--- config.mk ---
export PLATFORM = sky130hd
export DESIGN_NAME = grid_neighbour_cell_enumerator
export DESIGN_NICKNAME = d
export VERILOG_FILES = /design/src/rtl/gnce_pkg.sv /design/src/rtl/gnce_emit.sv /design/src/rtl/grid_neighbour_cell_enumerator.sv
export SDC_FILE = /design/constraint.sdc
export NUM_CORES = 1
export LEC_CHECK = 0
export ABC_CLOCK_PERIOD_IN_PS = 9700
export BUFFER_PORTS_ARGS = -buffer_cell sky130_fd_sc_hd__buf_2
export CORE_UTILIZATION = 51
export CTS_BUF_LIST = sky130_fd_sc_hd__clkbuf_4 sky130_fd_sc_hd__clkbuf_8
export DETAILED_ROUTE_END_ITERATION = 10
export HOLD_SLACK_MARGIN = 0.03
export MAX_ROUTING_LAYER = met4
export PLACE_DENSITY = 0.63
export SETUP_SLACK_MARGIN = 0.05
export SYNTH_ARGS = -nofsm -noshare
export SYNTH_HDL_FRONTEND = slang
export SYNTH_SLANG_ARGS = --single-unit
--- constraint.sdc ---
create_clock -name clock -period 9.7 [get_ports clock]
set_input_delay 2.91 -clock clock [delete_from_list [all_inputs] [get_ports clock]]
set_output_delay 2.91 -clock clock [all_outputs]
set_load 0.02 [all_outputs]
--- src/rtl/gnce_pkg.sv ---
// Shared types, constants and helpers of the grid neighbour cell enumerator.
// Depends on nothing; every module of the block imports it.
package gnce_pkg;

   localparam int CELL_W      = 20;   // linear cell index
   localparam int DIM_W       = 11;   // column and row count registers
   localparam int POS_W       = 10;   // column or row position inside the grid
   localparam int QUO_W       = 10;   // quotient bits (row) produced by the divider
   localparam int DIV_STAGES  = QUO_W / 2;
   localparam int NUM_CAND    = 9;    // 3 x 3 candidate window
   localparam int CAND_W      = 4;
   localparam int CSR_IDX_W   = 2;

   localparam logic [DIM_W-1:0] MAX_COLUMNS   = DIM_W'(1024);
   localparam logic [DIM_W-1:0] MAX_ROWS      = DIM_W'(1024);
   localparam logic [DIM_W-1:0] RESET_COLUMNS = DIM_W'(64);
   localparam logic [DIM_W-1:0] RESET_ROWS    = DIM_W'(64);

   localparam logic [CSR_IDX_W-1:0] CSR_COLUMNS     = 2'd0;
   localparam logic [CSR_IDX_W-1:0] CSR_ROWS        = 2'd1;
   localparam logic [CSR_IDX_W-1:0] CSR_LARGER_ONLY = 2'd2;

   // One word in flight through the divider pipeline.
   typedef struct packed {
      logic [CELL_W-1:0] centre;
      logic [CELL_W-1:0] rem;
      logic [QUO_W-1:0]  quo;
      logic              oor;
   } stage_type;

   // Candidate set handed from the pipeline to the emitter.
   typedef struct packed {
      logic [NUM_CAND-1:0] mask;
      logic [CELL_W-1:0]   centre;
      logic [DIM_W-1:0]    cols;
      logic                oor;
   } cand_type;

   function automatic logic [DIM_W-1:0] clamp_dim(input logic [DIM_W-1:0] v,
                                                  input logic [DIM_W-1:0] maxv);
      logic [DIM_W-1:0] r;
      r = v;
      if (v == '0) r = DIM_W'(1);
      else if (v > maxv) r = maxv;
      return r;
   endfunction

   // Candidate c has x offset c/3-1 and y offset c%3-1.
   function automatic logic cand_xm(input logic [CAND_W-1:0] c);
      return c < CAND_W'(3);
   endfunction

   function automatic logic cand_xp(input logic [CAND_W-1:0] c);
      return c >= CAND_W'(6);
   endfunction

   function automatic logic cand_ym(input logic [CAND_W-1:0] c);
      return (c == CAND_W'(0)) || (c == CAND_W'(3)) || (c == CAND_W'(6));
   endfunction

   function automatic logic cand_yp(input logic [CAND_W-1:0] c);
      return (c == CAND_W'(2)) || (c == CAND_W'(5)) || (c == CAND_W'(8));
   endfunction

endpackage

--- src/rtl/gnce_emit.sv ---
// Result emitter: walks a candidate set one neighbour per cycle and drives
// the registered result ports. Depends on gnce_pkg.
module gnce_emit import gnce_pkg::*; (
   input  logic              clock,
   input  logic              reset,
   input  logic              load_valid,
   input  cand_type          load_cand,
   output logic              free,
   output logic              rsp_strobe,
   output logic [CELL_W-1:0] rsp_neighbour_index,
   output logic              rsp_last,
   output logic              rsp_none_found,
   output logic              rsp_out_of_range
);

   logic                busy_ff, busy_in;
   cand_type            cur_ff, cur_in;
   logic [CAND_W-1:0]   sel;
   logic [NUM_CAND-1:0] rest;
   logic                last_now;
   logic [CELL_W:0]     row_off, col_off, sum;

   logic              strobe_ff, strobe_in;
   logic [CELL_W-1:0] idx_ff, idx_in;
   logic              last_ff, last_in;
   logic              none_ff, none_in;
   logic              oor_ff, oor_in;

   // pick the lowest pending candidate
   always_comb begin
      sel = '0;
      for (int c = NUM_CAND - 1; c >= 0; c--) begin
         if (cur_ff.mask[c]) sel = CAND_W'(c);
      end
      rest     = cur_ff.mask & ~(NUM_CAND'(1) << sel);
      last_now = (rest == '0);
      free     = !busy_ff || last_now;
   end

   // neighbour = centre + dx + dy * columns
   always_comb begin
      row_off = '0;
      if (cand_yp(sel)) row_off = {{(CELL_W+1-DIM_W){1'b0}}, cur_ff.cols};
      else if (cand_ym(sel)) row_off = -{{(CELL_W+1-DIM_W){1'b0}}, cur_ff.cols};
      col_off = '0;
      if (cand_xp(sel)) col_off = (CELL_W+1)'(1);
      else if (cand_xm(sel)) col_off = '1;
      sum = {1'b0, cur_ff.centre} + row_off + col_off;
   end

   always_comb begin
      busy_in = busy_ff;
      cur_in  = cur_ff;
      if (free) begin
         busy_in = load_valid;
         cur_in  = load_cand;
      end else begin
         cur_in.mask = rest;
      end

      strobe_in = busy_ff;
      last_in   = last_now;
      if (cur_ff.mask == '0) begin
         idx_in  = '0;
         none_in = !cur_ff.oor;
         oor_in  = cur_ff.oor;
      end else begin
         idx_in  = sum[CELL_W-1:0];
         none_in = 1'b0;
         oor_in  = 1'b0;
      end
   end

   always_ff @(posedge clock) begin
      if (reset) begin
         busy_ff   <= 1'b0;
         strobe_ff <= 1'b0;
      end else begin
         busy_ff   <= busy_in;
         strobe_ff <= strobe_in;
      end
      cur_ff  <= cur_in;
      idx_ff  <= idx_in;
      last_ff <= last_in;
      none_ff <= none_in;
      oor_ff  <= oor_in;
   end

   assign rsp_strobe          = strobe_ff;
   assign rsp_neighbour_index = idx_ff;
   assign rsp_last            = last_ff;
   assign rsp_none_found      = none_ff;
   assign rsp_out_of_range    = oor_ff;

endmodule

--- src/rtl/grid_neighbour_cell_enumerator.sv ---
// Top level of the grid neighbour cell enumerator: config registers, the
// range check and the pipelined divider. Depends on gnce_pkg and gnce_emit.
//
// Usage
//   A word enters on req_cell_index at a rising edge where start is high and
//   busy is low. For each word the block returns its in-bounds neighbours in
//   the order x offset outer, y offset inner, one result per cycle on the rsp_
//   ports, each marked by rsp_strobe for exactly one cycle; rsp_last flags the
//   final result of a word. An index at or beyond columns * rows yields one
//   result with rsp_out_of_range; a cell without a qualifying neighbour yields
//   one result with rsp_none_found.
//   The first result reaches the rsp_ ports through the input register, five
//   divider stages of two quotient bits each, the candidate register and the
//   output register. The result port sets the pace: a word with n results
//   (1 to 8) keeps the emitter until it has issued all of them. busy rises while
//   a word waits at the divider output for the emitter to finish the previous
//   word; the whole pipeline holds meanwhile. Words with a single result can
//   follow every cycle.
//   Write csr_ registers only while no word is in flight. Reset clears all
//   pipeline valid bits and loads 64 x 64 cells, larger_only 0.
//   The receiver cannot stall; results are never held back.
module grid_neighbour_cell_enumerator import gnce_pkg::*; (
   input  logic                 clock,
   input  logic                 reset,
   input  logic                 start,
   output logic                 busy,
   input  logic [CELL_W-1:0]    req_cell_index,
   input  logic                 csr_write_enable,
   input  logic [CSR_IDX_W-1:0] csr_index,
   input  logic [DIM_W-1:0]     csr_write_data,
   output logic                 rsp_strobe,
   output logic [CELL_W-1:0]    rsp_neighbour_index,
   output logic                 rsp_last,
   output logic                 rsp_none_found,
   output logic                 rsp_out_of_range
);

   // configuration registers
   logic [DIM_W-1:0] columns_ff, columns_in;
   logic [DIM_W-1:0] rows_ff, rows_in;
   logic             larger_only_ff, larger_only_in;
   logic [DIM_W-1:0] cols_c, rows_c;
   logic [CELL_W:0]  cells_ff, cells_in;   // columns * rows, at most 2^20

   always_comb begin
      columns_in     = columns_ff;
      rows_in        = rows_ff;
      larger_only_in = larger_only_ff;
      if (csr_write_enable) begin
         case (csr_index)
            CSR_COLUMNS:     columns_in     = csr_write_data;
            CSR_ROWS:        rows_in        = csr_write_data;
            CSR_LARGER_ONLY: larger_only_in = csr_write_data[0];
            default: ;   // drop writes to unknown registers
         endcase
      end
      cols_c   = clamp_dim(columns_ff, MAX_COLUMNS);
      rows_c   = clamp_dim(rows_ff, MAX_ROWS);
      cells_in = {{(CELL_W+1-DIM_W){1'b0}}, cols_c} *
                 {{(CELL_W+1-DIM_W){1'b0}}, rows_c};
   end

   always_ff @(posedge clock) begin
      if (reset) begin
         columns_ff     <= RESET_COLUMNS;
         rows_ff        <= RESET_ROWS;
         larger_only_ff <= 1'b0;
      end else begin
         columns_ff     <= columns_in;
         rows_ff        <= rows_in;
         larger_only_ff <= larger_only_in;
      end
      cells_ff <= cells_in;
   end

   // divider pipeline: stage 0 is the input register, stages 1..5 each
   // retire two quotient bits of cell / columns
   logic [DIV_STAGES:0] v_ff, v_in;
   stage_type           st_ff [0:DIV_STAGES];
   stage_type           st_in [0:DIV_STAGES];
   logic                adv;
   logic                emit_free;

   assign adv  = !v_ff[DIV_STAGES] || emit_free;
   assign busy = !adv;

   always_comb begin
      st_in[0].centre = req_cell_index;
      st_in[0].rem    = req_cell_index;
      st_in[0].quo    = '0;
      st_in[0].oor    = 1'b0;
      v_in = {v_ff[DIV_STAGES-1:0], start};
   end

   for (genvar k = 1; k <= DIV_STAGES; k++) begin : g_div
      localparam int SH_HI = QUO_W - 2 * k + 1;
      localparam int SH_LO = QUO_W - 2 * k;
      logic [CELL_W:0] d_hi, d_lo, r0, r1;
      logic            q_hi, q_lo;

      always_comb begin
         d_hi = {{(CELL_W+1-DIM_W){1'b0}}, cols_c} << SH_HI;
         d_lo = {{(CELL_W+1-DIM_W){1'b0}}, cols_c} << SH_LO;
         r0   = {1'b0, st_ff[k-1].rem};
         q_hi = (r0 >= d_hi);
         if (q_hi) r0 = r0 - d_hi;
         q_lo = (r0 >= d_lo);
         r1   = q_lo ? r0 - d_lo : r0;
         st_in[k].centre = st_ff[k-1].centre;
         st_in[k].rem    = r1[CELL_W-1:0];
         st_in[k].quo    = {st_ff[k-1].quo[QUO_W-3:0], q_hi, q_lo};
         // the range check runs beside the first divider stage
         if (k == 1) st_in[k].oor = ({1'b0, st_ff[k-1].centre} >= cells_ff);
         else        st_in[k].oor = st_ff[k-1].oor;
      end
   end

   always_ff @(posedge clock) begin
      if (reset) begin
         v_ff <= '0;
      end else if (adv) begin
         v_ff <= v_in;
      end
      if (adv) begin
         for (int i = 0; i <= DIV_STAGES; i++) st_ff[i] <= st_in[i];
      end
   end

   // candidate window from column x = remainder and row y = quotient
   cand_type          cand;
   logic [POS_W-1:0]  pos_x, pos_y;
   logic              x_lo, x_hi, y_lo, y_hi;
   logic [CAND_W-1:0] cc;
   logic              keep;

   always_comb begin
      pos_x = st_ff[DIV_STAGES].rem[POS_W-1:0];
      pos_y = st_ff[DIV_STAGES].quo;
      x_lo  = (pos_x == '0);
      y_lo  = (pos_y == '0);
      x_hi  = ({1'b0, pos_x} + DIM_W'(1)) >= cols_c;
      y_hi  = ({1'b0, pos_y} + DIM_W'(1)) >= rows_c;
      cand.centre = st_ff[DIV_STAGES].centre;
      cand.cols   = cols_c;
      cand.oor    = st_ff[DIV_STAGES].oor;
      for (int c = 0; c < NUM_CAND; c++) begin
         cc   = CAND_W'(c);
         keep = !(cand_xm(cc) && x_lo) && !(cand_xp(cc) && x_hi) &&
                !(cand_ym(cc) && y_lo) && !(cand_yp(cc) && y_hi);
         // in bounds, a larger index means a row below, or same row to the right
         if (larger_only_ff)
            keep = keep && (cand_yp(cc) ||
                            (!cand_ym(cc) && cand_xp(cc)));
         else
            keep = keep && (cand_xm(cc) || cand_xp(cc) ||
                            cand_ym(cc) || cand_yp(cc));
         cand.mask[c] = keep && !st_ff[DIV_STAGES].oor;
      end
   end

   gnce_emit u_emit (
      .clock               (clock),
      .reset               (reset),
      .load_valid          (v_ff[DIV_STAGES]),
      .load_cand           (cand),
      .free                (emit_free),
      .rsp_strobe          (rsp_strobe),
      .rsp_neighbour_index (rsp_neighbour_index),
      .rsp_last            (rsp_last),
      .rsp_none_found      (rsp_none_found),
      .rsp_out_of_range    (rsp_out_of_range)
   );

   // flagged results are always single and carry a zero index
   a_flag_single: assert property (@(posedge clock) disable iff (reset)
      rsp_strobe && (rsp_none_found || rsp_out_of_range) |->
         rsp_last && (rsp_neighbour_index == '0))
      else $error("flagged result is not a lone final word");

   a_flags_excl: assert property (@(posedge clock) disable iff (reset)
      rsp_strobe |-> !(rsp_none_found && rsp_out_of_range))
      else $error("none_found and out_of_range both set");

   // the results of one word come out back to back
   a_burst: assert property (@(posedge clock) disable iff (reset)
      rsp_strobe && !rsp_last |=> rsp_strobe)
      else $error("gap inside a result burst");

   // the front end only stalls while a word waits at the divider output
   a_stall: assert property (@(posedge clock) disable iff (reset)
      busy |-> v_ff[DIV_STAGES])
      else $error("busy without a word waiting for the emitter");

endmodule

==> run metrics <==
status=finished, final reports clean; maxcap violations=0; PortBufs=61; hold crit path type=reg2reg; final setup vio count=0; number of synthesized flops with an enable pin=257; CTS tree=done; Leak=11.2 nW; Placer Congestion=0.920; Synth area leader=edfxtp_1; syn nets=2708; crit start category=flip-flop; Inserted Clock Buffers=57; first-pass GRT wire length=91100 µm; Die H=218 µm; clock sinks=341; Netlist Area Pre-Place=23900 µm²; Netlist cell types=85; Syn Inst Count=2329; cell mode on critical path=o21ai_0; Residual DRC=0; fin crit share=72.5%; max-slew violation count=0; worst hold start=st_ff[1][40]$_DFFE_PN_; Seq/Total Area, Yosys=39.4%; CP Class=reg2reg; top cells by area, synth=edfxtp_1, ha_1, fa_1, dfxtp_1, inv_1; Area Growth Syn to Fin=9.82%; Die X=218 µm; Max Clk Rate=142 MHz; dominant synthesized flop cell=edfxtp_1; Buf+Inv Stages, Crit Path=2; launch point of the worst reg-to-reg path=columns_ff[9]$_SDFFE_PP0P_; YS warnings=0; total gr overflow=0; Detailed Route Iter0 Violations=1122; Skew-Pair Late Insertion Delay=660 ps; clock skew=33.1 ps; worst reg-to-reg setup slack=2660 ps; share of post-route cells with drive strength above 1=11.6%; total track usage=25.1%; Post-DRT Antenna Nets=0; CP arrival=7440 ps; Routed WL per cell=18.4 µm; flops & latches, synth=341; max_slew headroom=22.5%; Synth top area share=32.3%; clk root buf=clkbuf_8; min Tclk post-route=7040 ps; end of the worst hold path=st_ff[2][40]$_DFFE_PN_; initial core utilization=52.2%; Design Power=8.65 mW; Slew @ Worst Pin=1160 ps; critical-path maximum fanout=19; Critical Path Slowest Stage Cell=a31oi_2; number of global-route vias before repair=17135; # rows=78; io pins=62; async set-reset flop share out of synthesis=0%; power per cell area=330 nW/µm²; post-cts gate resize count=0; CP peak stage delay=670 ps; FILL cells=4001; total die area=47700 µm²; Synth Area per Inst=10.3 µm²; final hold vios=0; DP Wirelength=42800 µm; Max VDD drop=317 µV; FF-to-FF End=st_ff[4][29]$_DFFE_PN_; # diodes=0; delay-heaviest family, CP=compound AO/OA/AOI/OAI gates; postcts setup bufs=0; drt total wl=56600 µm; pin count of the biggest net entering global routing=72; Core Region=45800 µm²; TNS Setup=0 ps; Cell Chain, Critical Path=nor4_1 -> a31oi_1 -> or2_2 -> inv_1 -> ha_1 -> inv_1 -> fa_1 -> a21o_1 -> o2bb2ai_1 -> o31a_1 -> a31oi_2 -> o21ai_0 -> fa_1 -> a211oi_1 -> o21bai_1 -> a21oi_1 -> o21ai_0 -> and2_1 -> o21ai_0 -> nand2_1 -> or2_2 -> mux2_2; DR vias=17227; cts hold-fix bufs=0; Bufs on Longest Clock Path=3; nets@finish=2809; unrepaired setup endpoints after global routing=no; cells on worst reg2reg path=22; Worst Path Required=10110 ps; clock-pin slew on the worst setup and hold paths=70 ps; Crit. End Element=flip-flop; hold depth=0; Initial DRT Pass Iterations=5; initial antenna violation count=0; htree depth=2; via density per instance=5.60
state kept, by name (all words and copies together), names as in the netlist:
name                        count
u_emit.busy_ff                  1
u_emit.rsp_neighbour_index     20
u_emit.rsp_out_of_range         1
u_emit.rsp_none_found           1
u_emit.rsp_strobe               1
columns_ff                     11
cells_ff                       21
st_ff                         225
rows_ff                        11
v_ff                            6
larger_only_ff                  1
u_emit.rsp_last                 1
u_emit.cur_ff                  41
layer usage:
metal | vias to the layer above | share of wire, % | GRT usage (%)
met5 | - | 0 | -
met4 | 0 | 2.9 | 8.39
met3 | 121 | 4.4 | 3.08
met2 | 414 | 45 | 38.6
met1 | 8241 | 48 | 34.3
li1 | 8451 | - | -
final cells by class:
type                       instances  area, µm²  area share [%]
tap                              600        751            2.86
sequential                       341       9400            35.8
inverter                         240        901            3.44
clock inverter                    23        194           0.740
clock buffer                      84       1070            4.07
timing repair buffer              83        470            1.79
multi-input combinational       1707      13400            51.3
through the flow:
step	area [µm²]	hold slack, ps	util, %	worst slack [ps]	std cells
finish	26200	409	57.3	2660	3078
global route	26200	416	57.3	2200	3078
detailed placement	25000	405	54.5	2690	2971
floorplan	23900	400	-	588	2329
global placement	25000	402	54.5	2820	2971
CTS	26200	408	57.3	2670	3078
how the worst max path moves through the flow:
| stage | from | endpoint | depth (start not counted) |
|---|---|---|---|
| floorplan | u_emit.cur_ff[37]$_DFF_P_ | busy | 10 |
| global placement | columns_ff[9]$_SDFFE_PP0P_ | st_ff[2][18]$_DFFE_PN_ | 23 |
| detailed placement | columns_ff[9]$_SDFFE_PP0P_ | st_ff[4][29]$_DFFE_PN_ | 22 |
| CTS | columns_ff[9]$_SDFFE_PP0P_ | st_ff[4][29]$_DFFE_PN_ | 22 |
| global route | columns_ff[9]$_SDFFE_PP0P_ | st_ff[4][29]$_DFFE_PN_ | 22 |
| finish | columns_ff[9]$_SDFFE_PP0P_ | st_ff[4][29]$_DFFE_PN_ | 22 |
synth_stat cells (all sizes together) (17+ instances only):
cell,number
mux2,62
nand2,179
inv,235
dfxtp,84
nand4,22
mux2i,23
o21a,27
o21ai,99
a21oi,150
a21o,46
nand2b,26
nor2,230
nor4,21
or3,19
nor3,53
ha,233
nor2b,34
or2,17
edfxtp,257
fa,109
clkbuf,32
xnor2,90
xor2,41
nand3,35
cells in the final DEF (no fill, tap or decap), types with 41 or more instances in the layout:
master / instances
edfxtp_1: 257
inv_1: 233
ha_1: 233
nor2_1: 229
nand2_1: 179
a21oi_1: 147
fa_1: 109
o21ai_0: 95
xnor2_1: 90
dfxtp_1: 84
clkbuf_8: 70
buf_2: 61
mux2_2: 58
nor3_1: 53
a21o_1: 46
xor2_1: 41
logic make-up (layout without fill, tap and decap cells):
family / count (synthesis) / count (layout) / synth area share [%]
and+or+nand+nor: 694 / 694 / 13.9
DFF: 341 / 341 / 39.4
buffers and inverters: 281 / 430 / 4.51
xor gates and xnor gates: 131 / 131 / 4.80
muxes: 85 / 85 / 3.95
adders and majority gates: 342 / 342 / 21.3
AOI/OAI and AO/OA: 455 / 455 / 12.1
power breakdown:
part	internal (mW)	switching [mW]
sequential	2.04	0.210
clock	0.788	0.611
combinational	2.29	2.71
worst reg2reg max path, delay by kind of cell (launching register included):
family | cells | cell delay, ps
simple gates | 5 | 1260
compound gates | 11 | 3000
fa+ha+maj | 3 | 1260
mux | 1 | 260
flops | 1 | 330
buf+inv | 2 | 690
Power figures use the tool's default switching activity.
